<file path="src/ipq_pkg.sv">
// Package for the instruction prefetch queue.
// Holds the request codes, the channel payload types and the store control struct.
// No dependencies.
package ipq_pkg;

  localparam int unsigned IPQ_DEPTH = 6;
  localparam int unsigned NEED_W    = 3;
  localparam int unsigned COUNT_W   = 3;

  typedef enum logic [1:0] {
    REQ_PUSH   = 2'd0,
    REQ_POP    = 2'd1,
    REQ_FLUSH  = 2'd2,
    REQ_STATUS = 2'd3
  } req_type_e;

  typedef struct packed {
    logic [1:0]        req_type;
    logic [15:0]       fetched_word;
    logic [15:0]       word_address;
    logic [NEED_W-1:0] needed_bytes;
  } req_t;

  typedef struct packed {
    logic               push_accepted;
    logic [7:0]         popped_byte;
    logic [15:0]        popped_address;
    logic               fetch_missed;
    logic [COUNT_W-1:0] byte_count;
    logic               is_full;
    logic               is_empty;
    logic [7:0]         front_byte;
    logic               enough_bytes;
  } rsp_t;

  typedef struct packed {
    logic        push;
    logic        pop;
    logic        flush;
    logic [7:0]  lo_byte;
    logic [7:0]  hi_byte;
    logic [15:0] lo_addr;
    logic [15:0] hi_addr;
  } store_ctrl_t;

endpackage

</file>
<file path="src/ipq_req_if.sv">
// Request channel of the instruction prefetch queue.
// Valid/ready handshake carrying ipq_pkg::req_t.
interface ipq_req_if;
  import ipq_pkg::*;

  logic valid;
  logic ready;
  req_t payload;

  modport source (output valid, output payload, input ready);
  modport sink (input valid, input payload, output ready);
endinterface

</file>
<file path="src/ipq_rsp_if.sv">
// Response channel of the instruction prefetch queue.
// Valid/ready handshake carrying ipq_pkg::rsp_t.
interface ipq_rsp_if;
  import ipq_pkg::*;

  logic valid;
  logic ready;
  rsp_t payload;

  modport source (output valid, output payload, input ready);
  modport sink (input valid, input payload, output ready);
endinterface

</file>
<file path="src/instruction_prefetch_queue.sv">
// Top level of the instruction prefetch queue.
// Depends on ipq_pkg, ipq_req_if, ipq_rsp_if and ipq_store.
//
// Usage:
//   req_i carries one request per transfer: push a 16-bit word with its
//   address (low byte first, high byte at address plus one), pop the head
//   byte, flush, or status only. needed_bytes asks whether that many bytes
//   are held.
//   rsp_o returns exactly one response per request, in order: the pop data,
//   the push outcome, the miss flag and the queue status after the request.
//   A push is refused while QueueDepth-1 or more bytes are held.
// Latency and throughput:
//   The response is valid the cycle after the request transfer. One request
//   per cycle is taken unless stalled; the queue update and the response are
//   one level of logic between the entry registers and the response register.
// Reset:
//   The queue empties, all entries and the miss flag clear, no response is
//   pending.
// Stall:
//   While a response waits and rsp_o.ready is low, req_i.ready is low; a
//   request is taken in the same cycle the waiting response transfers.
module instruction_prefetch_queue #(
  parameter int unsigned QueueDepth = ipq_pkg::IPQ_DEPTH
) (
  input logic      clk_i,
  input logic      rst_ni,
  ipq_req_if.sink  req_i,
  ipq_rsp_if.source rsp_o
);
  import ipq_pkg::*;

  localparam int unsigned CntW = $clog2(QueueDepth + 1);
  localparam int unsigned CmpW = (CntW > NEED_W) ? CntW : NEED_W;

  req_t            req;
  req_type_e       op;
  logic            in_xfer;
  logic            push_ok;
  store_ctrl_t     ctrl;
  logic [CntW-1:0] count, nxt_count;
  logic [7:0]      front_byte, nxt_front_byte;
  logic [15:0]     front_addr;
  logic            miss_q, miss_d;
  rsp_t            rsp_q, rsp_d;
  logic            rsp_valid_q, rsp_valid_d;

  assign req     = req_i.payload;
  assign op      = req_type_e'(req.req_type);
  assign req_i.ready = !rsp_valid_q || rsp_o.ready;
  assign in_xfer = req_i.valid && req_i.ready;
  assign push_ok = count < CntW'(QueueDepth - 1);

  always_comb begin
    ctrl         = '0;
    ctrl.lo_byte = req.fetched_word[7:0];
    ctrl.hi_byte = req.fetched_word[15:8];
    ctrl.lo_addr = req.word_address;
    ctrl.hi_addr = req.word_address + 16'd1;
    miss_d       = miss_q;
    unique case (op)
      REQ_PUSH: begin
        ctrl.push = in_xfer && push_ok;
      end
      REQ_POP: begin
        if (in_xfer) begin
          if (count == '0) begin
            miss_d = 1'b1;
          end else begin
            ctrl.pop = 1'b1;
            miss_d   = 1'b0;
          end
        end
      end
      REQ_FLUSH: begin
        ctrl.flush = in_xfer;
        if (in_xfer) begin
          miss_d = 1'b0;
        end
      end
      REQ_STATUS: begin
      end
    endcase
  end

  ipq_store #(
    .Depth(QueueDepth)
  ) u_store (
    .clk_i           (clk_i),
    .rst_ni          (rst_ni),
    .ctrl_i          (ctrl),
    .count_o         (count),
    .nxt_count_o     (nxt_count),
    .front_byte_o    (front_byte),
    .front_addr_o    (front_addr),
    .nxt_front_byte_o(nxt_front_byte)
  );

  always_comb begin
    rsp_d.push_accepted  = ctrl.push;
    rsp_d.popped_byte    = ctrl.pop ? front_byte : 8'h00;
    rsp_d.popped_address = ctrl.pop ? front_addr : 16'h0000;
    rsp_d.fetch_missed   = miss_d;
    rsp_d.byte_count     = COUNT_W'(nxt_count);
    rsp_d.is_full        = nxt_count >= CntW'(QueueDepth - 1);
    rsp_d.is_empty       = nxt_count == '0;
    rsp_d.front_byte     = (nxt_count == '0) ? 8'h00 : nxt_front_byte;
    rsp_d.enough_bytes   = CmpW'(req.needed_bytes) <= CmpW'(nxt_count);
  end

  // hold the response until it transfers; load a new one on every request
  always_comb begin
    if (in_xfer) begin
      rsp_valid_d = 1'b1;
    end else if (rsp_o.ready) begin
      rsp_valid_d = 1'b0;
    end else begin
      rsp_valid_d = rsp_valid_q;
    end
  end

  always_ff @(posedge clk_i or negedge rst_ni) begin
    if (!rst_ni) begin
      rsp_valid_q <= 1'b0;
      miss_q      <= 1'b0;
    end else begin
      rsp_valid_q <= rsp_valid_d;
      miss_q      <= miss_d;
    end
  end

  always_ff @(posedge clk_i) begin
    if (in_xfer) begin
      rsp_q <= rsp_d;
    end
  end

  assign rsp_o.valid   = rsp_valid_q;
  assign rsp_o.payload = rsp_q;

  a_count_bound: assert property (@(posedge clk_i) disable iff (!rst_ni)
    count <= CntW'(QueueDepth))
    else $error("queue count above depth");

  a_refused_push_holds: assert property (@(posedge clk_i) disable iff (!rst_ni)
    (in_xfer && op == REQ_PUSH && !push_ok) |=> $stable(count))
    else $error("refused push changed the count");

  a_flush_clears: assert property (@(posedge clk_i) disable iff (!rst_ni)
    (in_xfer && op == REQ_FLUSH) |=> (count == '0 && !miss_q))
    else $error("flush left bytes or miss flag");

  a_push_not_empty: assert property (@(posedge clk_i) disable iff (!rst_ni)
    (rsp_valid_q && rsp_q.push_accepted) |-> !rsp_q.is_empty)
    else $error("accepted push reported empty queue");

  a_no_xfer_when_stalled: assert property (@(posedge clk_i) disable iff (!rst_ni)
    (rsp_valid_q && !rsp_o.ready) |-> !in_xfer)
    else $error("request taken over a stalled response");

endmodule

</file>
<file path="src/ipq_store.sv">
// Byte/address storage of the prefetch queue: a shift line with the head at entry 0.
// Entries at and beyond the count are kept at zero. Depends on ipq_pkg.
module ipq_store #(
  parameter int unsigned Depth = ipq_pkg::IPQ_DEPTH,
  localparam int unsigned CntW = $clog2(Depth + 1)
) (
  input  logic                 clk_i,
  input  logic                 rst_ni,
  input  ipq_pkg::store_ctrl_t ctrl_i,
  output logic [CntW-1:0]      count_o,
  output logic [CntW-1:0]      nxt_count_o,
  output logic [7:0]           front_byte_o,
  output logic [15:0]          front_addr_o,
  output logic [7:0]           nxt_front_byte_o
);
  import ipq_pkg::*;

  logic [7:0]      byte_q [Depth];
  logic [7:0]      byte_d [Depth];
  logic [15:0]     addr_q [Depth];
  logic [15:0]     addr_d [Depth];
  logic [CntW-1:0] count_q, count_d;
  logic [CntW-1:0] count_p1;

  assign count_p1 = count_q + CntW'(1);

  always_comb begin
    for (int i = 0; i < Depth; i++) begin
      byte_d[i] = byte_q[i];
      addr_d[i] = addr_q[i];
      if (ctrl_i.flush) begin
        byte_d[i] = '0;
        addr_d[i] = '0;
      end else if (ctrl_i.pop) begin
        // advance toward the head; the tail slot takes zero
        if (i < Depth - 1) begin
          byte_d[i] = byte_q[i+1];
          addr_d[i] = addr_q[i+1];
        end else begin
          byte_d[i] = '0;
          addr_d[i] = '0;
        end
      end else if (ctrl_i.push) begin
        if (CntW'(i) == count_q) begin
          byte_d[i] = ctrl_i.lo_byte;
          addr_d[i] = ctrl_i.lo_addr;
        end
        if (CntW'(i) == count_p1) begin
          byte_d[i] = ctrl_i.hi_byte;
          addr_d[i] = ctrl_i.hi_addr;
        end
      end
    end
  end

  always_comb begin
    count_d = count_q;
    if (ctrl_i.flush) begin
      count_d = '0;
    end else if (ctrl_i.pop) begin
      count_d = count_q - CntW'(1);
    end else if (ctrl_i.push) begin
      count_d = count_q + CntW'(2);
    end
  end

  always_ff @(posedge clk_i or negedge rst_ni) begin
    if (!rst_ni) begin
      count_q <= '0;
      for (int i = 0; i < Depth; i++) begin
        byte_q[i] <= '0;
        addr_q[i] <= '0;
      end
    end else begin
      count_q <= count_d;
      for (int i = 0; i < Depth; i++) begin
        byte_q[i] <= byte_d[i];
        addr_q[i] <= addr_d[i];
      end
    end
  end

  assign count_o          = count_q;
  assign nxt_count_o      = count_d;
  assign front_byte_o     = byte_q[0];
  assign front_addr_o     = addr_q[0];
  assign nxt_front_byte_o = byte_d[0];

endmodule

</file>
<file path="src/flat_wrapper.sv">
// flat-port wrapper written by rule: the top's interface ports become plain ports
module instruction_prefetch_queue_flat import ipq_pkg::*;
#(
  parameter int unsigned QueueDepth = ipq_pkg::IPQ_DEPTH
)
  (clk_i, rst_ni, req_i_valid, req_i_payload, req_i_ready, rsp_o_valid, rsp_o_payload, rsp_o_ready);
  ipq_req_if req_i_i ();
  ipq_rsp_if rsp_o_i ();
  input logic clk_i;
  input logic rst_ni;
  input wire logic [$bits(req_i_i.valid)-1:0] req_i_valid;
  input wire logic [$bits(req_i_i.payload)-1:0] req_i_payload;
  output wire logic [$bits(req_i_i.ready)-1:0] req_i_ready;
  output wire logic [$bits(rsp_o_i.valid)-1:0] rsp_o_valid;
  output wire logic [$bits(rsp_o_i.payload)-1:0] rsp_o_payload;
  input wire logic [$bits(rsp_o_i.ready)-1:0] rsp_o_ready;
  assign req_i_i.valid = req_i_valid;
  assign req_i_i.payload = req_i_payload;
  assign req_i_ready = req_i_i.ready;
  assign rsp_o_valid = rsp_o_i.valid;
  assign rsp_o_payload = rsp_o_i.payload;
  assign rsp_o_i.ready = rsp_o_ready;
  instruction_prefetch_queue #(.QueueDepth(QueueDepth)) u_core (.clk_i(clk_i), .rst_ni(rst_ni), .req_i(req_i_i), .rsp_o(rsp_o_i));
endmodule
</file>
<file path="config.mk">
export PLATFORM = sky130hd
export DESIGN_NAME = instruction_prefetch_queue_flat
export DESIGN_NICKNAME = d
export VERILOG_FILES = /design/src/ipq_pkg.sv /design/src/ipq_req_if.sv /design/src/ipq_rsp_if.sv /design/src/instruction_prefetch_queue.sv /design/src/ipq_store.sv /design/src/flat_wrapper.sv
export SDC_FILE = /design/constraint.sdc
export NUM_CORES = 1
export LEC_CHECK = 0
export ABC_AREA = 1
export BUFFER_PORTS_ARGS = -buffer_cell sky130_fd_sc_hd__buf_2
export CORE_MARGIN = 2
export CORE_UTILIZATION = 35
export DETAILED_ROUTE_END_ITERATION = 12
export GPL_TIMING_DRIVEN = 0
export PLACE_DENSITY_LB_ADDON = 0.15
export SETUP_SLACK_MARGIN = 0.02
export SYNTH_ARGS = -nofsm -noshare
export SYNTH_HDL_FRONTEND = slang
export SYNTH_HIERARCHICAL = 1
export SYNTH_SLANG_ARGS = --single-unit
</file>
<file path="constraint.sdc">
create_clock -name clk_i -period 7.2 [get_ports clk_i]
set_clock_uncertainty 0.1 [all_clocks]
set_input_delay 1.44 -clock clk_i [delete_from_list [all_inputs] [get_ports clk_i]]
set_output_delay 1.44 -clock clk_i [all_outputs]
set_load 0.005 [all_outputs]
</file>
Yosys cells after proc, flatten, opt, wreduce, memory -nomap -nowiden. Index checks and enable logic that the tools add are counted.

$add $sub $neg: 4. $lt $le $gt $ge: 3. Equal/unequal tests: 12. Mux-type cells: 74. Reductions and logical operators: 22.

Operator list (number): $mux 16 (30); $mux 8 (30); $reduce_bool 4->1 (6); $add 16x1->16 const B (1); $eq 2x3->1 const A (4); $eq 3x3->1 const A (4); $reduce_and 2->1 (6); $mux 1 (10); $logic_not 3->1 (3); $mux 3 (3); $eq 1x3->1 const A (2); $add 3x1->3 const B (1); $add 3x2->3 const B (1); $ge 3x3->1 const B (1); $le 3x3->1 (1); $lt 3x3->1 const B (1); $reduce_bool 3->1 (1); $sub 3x1->3 const B (1); $eq 2x1->1 const B (1); $eq 2x2->1 const B (1); $logic_and 1x1->1 (2); $logic_not 2->1 (1); $pmux 1 s2 (1); $reduce_bool 2->1 (1); 2 further kinds (2).

Bits in registers: 189. Output and inout port bits: 42. Word-level logic and storage cells: 139.

Logic depth before layout (Yosys ltp). Gate-level depths: netlist of run 1.

Word-level depth: 9. Depth in mapped cells: 20.

By module. The synthesis of run 1 kept the hierarchy.

By module, submodules not included: ipq_store (times used 1, cells each 1306, area each 8984.9 um^2, seq. area each 3678.5 um^2); instruction_prefetch_queue (times used 1, cells each 221, area each 2140.8 um^2, seq. area each 1251.2 um^2).

Worst setup path after synthesis of run 1. No wires, ideal clock.

Path kind: input to register. Start: in rsp_o_ready. End: reg u_core.rsp_q (netlist bit u_core/rsp_o.payload[0]), data pin. Setup time: 258 ps. Arrival time: 4032 ps. Required time: 6842 ps. Path slack: 2810 ps. Stages on the path: 19. Path buffers: 3. Cells stage by stage: inv_1 -> nand2_2 -> nand2_2 -> inv_2 -> nand3_4 -> buf_6 -> inv_1 -> inv_1 -> buf_2 -> clkbuf_1 -> o21a_1 -> nand2_1 -> nand2_1 -> nor2_1 -> inv_1 -> ha_1 -> nand2_1 -> o21ai_0 -> nand2_1.

RTL lines: start, declared (line flat_wrapper.sv:16) `input wire logic [$bits(rsp_o_i.ready)-1:0] rsp_o_ready;`; end signal, assigned (line instruction_prefetch_queue.sv:133) `rsp_q <= rsp_d;`; end, declared (line instruction_prefetch_queue.sv:44) `rsp_t rsp_q, rsp_d;`.

==> summary.md, run 1 <==
| Metric | Value |
|---|---|
| Largest net degree at the start of global routing | 105 |
| Syn nets | 1582 |
| Mapped Cells | 1527 |
| # setup viols final | 0 |
| Ys flop type | dfrtp_1 |
| Post-synthesis sequential area ratio | 0.443 |
| Hold Path Class | reg -> reg |
| Mapped Area | 11100 µm² |
| Die width | 182 µm |
| Worst-margin pin slew | 876 ps |
| Slew Limit Headroom | 0.415 |
| DR iter-0 viols | 777 |
| Total number of vias | 9787 |
| WP data arrival | 5170 ps |
| CTS root buf | clkbuf_16 |
| DRC Markers | 0 |
| Max_cap viols | 0 |
| Hold bufs inserted after CTS | 0 |
| Critical Path Source | rsp_o_ready |
| Starting Density | 0.354 |
| Die area | 33200 µm² |
| RR Startpoint | u_core/rsp_o.valid$_DFFE_PN0P_ |
| Crit path time final | 5100 ps |
| Number of synthesized flops with an enable pin | 40 |
| GRT met3 Usage | 0.0229 |
| Grt ovf | 0 |
| R2r setup slk | 2800 ps |
| Final HPWL DP | 26400 µm |
| Outcome | finished, final reports clean |
| Pleak | 6.36 nW |
| TritonCTS buffer count | 17 |
| Initial antenna violation count | 0 |
| CP Class | in -> reg |
| Critical path fanouts, max | 43 |
| Wire length per cell | 16.4 µm |
| Hold WS | 373 ps |
| Ys Warns | 6 |
| Met1 GRT Util | 0.291 |
| Drt via density | 4.79 |
| Post-Layout Cell Count | 2044 |
| Setup crit start kind | input pin |
| Crit share post-route | 0.708 |
| RSZ-0062 raised after global routing | false |
| Routed Wire Length | 33600 µm |
| Post-CTS Resized | 0 |
| Htree depth | 4 |
| Max Clk Rate | 196 MHz |
| Die height | 182 µm |
| Final Hold Fails | 0 |
| Syn avg cell area | 7.29 µm² |
| Endpoint class of the critical path | flop |
| Crit path required time | 7280 ps |
| Worst-path clk slew | 80 ps |
| #FFs+latches synth | 189 |
| Util after Layout | 0.404 |
| All-layer global routing usage | 0.208 |
| Fin. max-slew vios | 0 |
| Nets | 1684 |
| Share of layout cells above drive strength 1 | 0.148 |
| # IOs | 83 |
| Core area | 31400 µm² |
| Clock tree buffer depth | 2 |
| RR Endpoint | u_core/rsp_o.payload[1]$_SDFFCE_PP0N_ |
| FP Rows | 65 |
| Cell depth of the worst flop-to-flop path | 13 |
| Pwr Density | 355 nW/µm² |
| First-pass GRT wire length | 53400 µm |
| P&R area growth vs syn | 13.9% |
| Worst Setup EP | u_core/rsp_o.payload[1]$_SDFFCE_PP0N_ |
| CTS tree | done |
| Most Crowded Layer GR | met2 |
| Post-Place Cells | 2012 |
| Vias in the first global route | 9293 |
| Routed Antenna Nets | 0 |
| Gpl congestion | 0.921 |
| Clock Latency Late Sink | 440 ps |
| Cell variety after synth | 34 |
| VDD IR max | 0.191 mV |
| Met2 Usage GRT | 0.342 |
| Ys async rst share | 0.788 |
| IO Port Bufs | 82 |
| Sum Neg Setup Slack | 0 ps |
| Setup bufs post-CTS | 0 |
| Total iterations of the first detailed-routing run | 5 |
| # diodes | 0 |
| CTS Sinks | 189 |
## where the power goes
group	internal, W	switching (W)
logic	0.000660	0.00116
registers	0.00151	0.000192
clock network	0.000499	0.000473
## Yosys cell counts, types with 2 or more instances
library cell	count	area, µm²
buf_2	18	90.1
nor2_2	3	18.8
o21ai_1	4	20.0
xor2_1	8	70.1
inv_2	2	7.51
buf_1	4	15.0
buf_4	34	255
ha_1	14	175
o21ai_0	176	881
a21oi_1	19	95.1
buf_6	7	78.8
nand2_1	582	2180
nand2_2	8	50.1
nor3_4	2	32.5
or2_2	48	300
nand3b_1	2	15.0
nand4_1	3	18.8
dfrtp_1	149	3730
inv_1	139	522
o211ai_1	48	360
nand3_1	100	500
nor2_4	2	22.5
clkbuf_1	54	203
nor2_1	52	195
edfxtp_1	40	1200
## cells in the final DEF, fill, tap and decap left out, types with 40 or more instances in the layout
master and count:
buf_2 99, clkbuf_1 54, dfrtp_1 149, edfxtp_1 40
inv_1 139, nand2_1 582, nand3_1 100, nor2_1 52
o211ai_1 48, o21ai_0 176, or2_2 48
## metrics by stage
| step | setup WS (ps) | area [µm²] | total power [W] |
|---|---|---|---|
| CTS | 2030 | 12700 | 0.00453 |
| detailed placement | 1550 | 12100 | 0.00354 |
| global placement | 1540 | 12000 | 0.00350 |
| floorplan | 2810 | 11100 | 0.00297 |
| global route | 1680 | 12700 | 0.00488 |
| finish | 2100 | 12700 | 0.00450 |
## metal layers
layer	wire, µm	share of wire	vias up
met5	0	0	-
met4	415	0.012	0
met3	1470	0.044	29
met2	15600	0.46	266
met1	16200	0.48	4447
li1	-	-	5045
## layout make-up
class	instances	area (µm²)
buffer	118	656
clock buffer	17	425
clock inverter	15	174
fill	3396	18700
inverter	141	529
multi-input combinational	1079	5010
sequential	189	4930
tap	402	503
timing repair buffer	83	448
## cell families after synthesis
kind of cell	after synthesis	share of synthesized area
xor+xnor	9	0.00709
compound gates	249	0.123
buf+inv	259	0.106
simple gates	807	0.304
flops	189	0.443
fa+ha+maj	14	0.0157
## flip-flops by register name, indices dropped and copies added, names as in the netlist
name	cells
u_core/miss_q	1
u_core/rsp_o.payload	40
u_core/rsp_o.valid	1
u_core/u_store/addr_q	80
u_core/u_store/byte_q	40
u_core/u_store/count_o	3
u_core/u_store/front_addr_o	16
u_core/u_store/front_byte_o	8
## worst min path at each step
stage,from,endpoint,cells past startpoint
2_1_floorplan,u_core/u_store/addr_q[32]$_DFFE_PN0P_,u_core/u_store/addr_q[32]$_DFFE_PN0P_,2
3_3_place_gp,u_core/u_store/addr_q[47]$_DFFE_PN0P_,u_core/u_store/addr_q[47]$_DFFE_PN0P_,2
3_5_place_dp,u_core/u_store/addr_q[38]$_DFFE_PN0P_,u_core/u_store/addr_q[38]$_DFFE_PN0P_,2
4_1_cts,u_core/u_store/addr_q[42]$_DFFE_PN0P_,u_core/u_store/addr_q[42]$_DFFE_PN0P_,2
5_1_grt,u_core/u_store/addr_q[53]$_DFFE_PN0P_,u_core/u_store/addr_q[53]$_DFFE_PN0P_,2
6_report,u_core/u_store/addr_q[42]$_DFFE_PN0P_,u_core/u_store/addr_q[42]$_DFFE_PN0P_,2
## worst max-delay path, cell delays in order
cell      delay, ps
buf_2            70
inv_1            40
nand2_2          70
nand2_2          90
inv_2           650
nand3_4         250
buf_6           230
inv_1           130
clkbuf_1        560
clkbuf_1        600
nand2_1         100
nand3_1         110
a31oi_1         120
nor3_2          600
nor2_1          110
Note: power is estimated with default switching activity, not from simulation.
==> inputs of run 2 (changes only) <==
==> constraint.sdc (replaced) <==
create_clock -name clk_i -period 4.25 [get_ports clk_i]
set_clock_uncertainty 0.1 [all_clocks]
set_input_delay 0.85 -clock clk_i [delete_from_list [all_inputs] [get_ports clk_i]]
set_output_delay 0.85 -clock clk_i [all_outputs]
set_load 0.005 [all_outputs]
==> run 2 against run 1 <==
Effect of this change: sequential share of layout area is 0.058 points lower; critical path depth is the same; die area unchanged; via count is 0.15% lower; total power grew 70%; cell count stayed put; sequential cell count is the same; setup slack got worse by 1700 ps; clock power rose by 70%; first-iteration DRC count shrank 0.51%; non-clock buffer count stayed put; combinational power rose by 70%; critical path type unchanged; largest power group unchanged.
==> summary.md, run 2 (synthesized netlist as in run 1, its figures left out) <==
| Metric | Value |
|---|---|
| Outcome | finished, final reports clean |
| Wire length per cell | 16.5 µm (+0.29%) |
| Final Hold Fails | 0 (unchanged) |
| TritonCTS buffer count | 17 (unchanged) |
| First-pass GRT wire length | 53400 µm (unchanged) |
| Util after Layout | 0.404 (+0.000598) |
| Worst-margin pin slew | 825 ps (-51.2 ps) |
| Htree depth | 4 (unchanged) |
| Vias in the first global route | 9293 (unchanged) |
| Total iterations of the first detailed-routing run | 6 (+1) |
| Share of layout cells above drive strength 1 | 0.150 (+0.00244) |
| Slew Limit Headroom | 0.448 (+0.0329) |
| Hold Path Class | in -> async |
| # setup viols final | 0 (unchanged) |
| Fin. max-slew vios | 0 (unchanged) |
| WP data arrival | 3930 ps (-1240 ps) |
| Die height | 182 µm (unchanged) |
| Critical path fanouts, max | 43 (unchanged) |
| Core area | 31400 µm² (unchanged) |
| Top reg by flops | u_core/u_store/addr_q |
| Initial antenna violation count | 0 (unchanged) |
| All-layer global routing usage | 0.208 (unchanged) |
| Endpoint class of the critical path | flop |
| Critical path, cell by cell | buf_2, inv_1, nand2_2, nand2_2, inv_6, nand3_4, buf_6, inv_1, clkbuf_1, clkbuf_2, nand2_1, nand3_1, a31oi_2, nor3_2, nor2_1 |
| Commonest non-fill, non-tap cells in the layout | nand2_1 (582), o21ai_0 (176), dfrtp_1 (149) |
| IO Port Bufs | 82 (unchanged) |
| Die area | 33200 µm² (unchanged) |
| Setup crit start kind | input pin |
| DRC Markers | 0 (unchanged) |
| Max FFs per register | 80 (unchanged) |
| Crit path required time | 4330 ps (-2950 ps) |
| Worst-path clk slew | 80 ps (about the same) |
| RR Startpoint | u_core/rsp_o.valid$_DFFE_PN0P_ |
| CP delay by family, top | buffers and inverters |
| Die width | 182 µm (unchanged) |
| RSZ-0062 raised after global routing | false |
| Max Clk Rate | 259 MHz |
| # diodes | 0 (unchanged) |
| Starting Density | 0.354 (unchanged) |
| DR iter-0 viols | 773 (-0.51%) |
| CTS root buf | clkbuf_16 |
| Nets | 1684 (unchanged) |
| Routed Wire Length | 33700 µm (+0.29%) |
| Total number of vias | 9772 (-0.15%) |
| VDD IR max | 0.321 mV (+68%) |
| # IOs | 83 (unchanged) |
| Most common cell after layout, fill and taps aside | nand2_1 |
| Sum Neg Setup Slack | 0 ps (unchanged) |
| Gpl congestion | 0.921 (unchanged) |
| Max_cap viols | 0 (unchanged) |
| CTS Sinks | 189 (unchanged) |
| FP Rows | 65 (unchanged) |
| Pwr Density | 601 nW/µm² (+69%) |
| Final HPWL DP | 26400 µm (unchanged) |
| Critical Path Source | rsp_o_ready |
| Clock Latency Late Sink | 440 ps (about the same) |
| Slowest CP cell | nor3_2 |
| Clock tree buffer depth | 2 (unchanged) |
| Overall power | 0.00763 W (+70%) |
| Hold bufs inserted after CTS | 0 (unchanged) |
| Post-CTS Resized | 3 (+3) |
| CP peak stage delay | 580 ps (-70 ps) |
| Setup bufs post-CTS | 0 (unchanged) |
| Routed Antenna Nets | 0 (unchanged) |
| Drt via density | 4.78 (-0.15%) |
| Fill count | 3397 (+0.029%) |
| Pleak | 6.36 nW (+0.11%) |
| CP Class | in -> reg |
| Largest net degree at the start of global routing | 105 (unchanged) |
| Grt ovf | 0 (unchanged) |
| P&R area growth vs syn | 14.1% |
| Buf/Inv on CP | 7 (unchanged) |
| Crit path time final | 3860 ps |
| CTS tree | done |
| Crit share post-route | 0.907 |
[run 2: cell counts in the layout (fill, tap and decap cells not counted)]
No cell type changed its count.
[run 2: worst register-to-register path: cells and delay by family, from the launching register on]
kind	cells	cell delay (ps)
buffers and inverters	5	1630
and+or+nand+nor	7	1280
DFF	1	390
AOI/OAI and AO/OA	1	90
[run 2: metal layers]
metal  GRT usage  up-vias  part of all wire
met5           0        -                 0
met4      0.0535        0             0.013
met3      0.0229       29             0.043
met2       0.342      275              0.46
met1       0.291     4420              0.48
li1            -     5048                 -
[run 2: path summary, 6_finish.rpt]
kind | end | slack, ps | depth (start not counted)
worst max-delay path | u_core/rsp_o.payload[1]$_SDFFCE_PP0N_ | 390 | 15
worst min-delay path | u_core/u_store/front_addr_o[8]$_DFFE_PN0P_ | 200 | 1
worst max register to register | u_core/rsp_o.payload[1]$_SDFFCE_PP0N_ | 500 | 13
worst min register to register | u_core/u_store/addr_q[42]$_DFFE_PN0P_ | 370 | 2
max in group asynchronous | u_core/u_store/addr_q[22]$_DFFE_PN0P_ | 2940 | 2
min in group clk_i | u_core/u_store/addr_q[42]$_DFFE_PN0P_ | 370 | 2
[run 2: report_power, final]
| group | switching [W] | internal, W | leakage, nW |
|---|---|---|---|
| combinational | 0.00197 | 0.00112 | 3.79 |
| clock | 0.000803 | 0.000846 | 0.296 |
| sequential | 0.000323 | 0.00256 | 2.28 |
[run 2: layout make-up]
class,instances,area [µm²],share of cell area
buffer,118,661,0.0520
clock buffer,17,425,0.0335
clock inverter,15,174,0.0137
inverter,141,534,0.0421
multi-input combinational,1079,5020,0.395
sequential,189,4930,0.388
tap,402,503,0.0396
timing repair buffer,83,448,0.0353
[run 2: stage by stage]
stage | std cells | worst slack [ps] | hold slack (ps) | area (µm²)
final | 2044 | 394 | 197 | 12700
after global placement | 2011 | -822 | 357 | 12000
after detailed placement | 2012 | -812 | 360 | 12100
after global routing | 2044 | 20.1 | 216 | 12700
after floorplan | 1527 | 450 | 341 | 11100
after CTS | 2044 | 136 | 202 | 12700
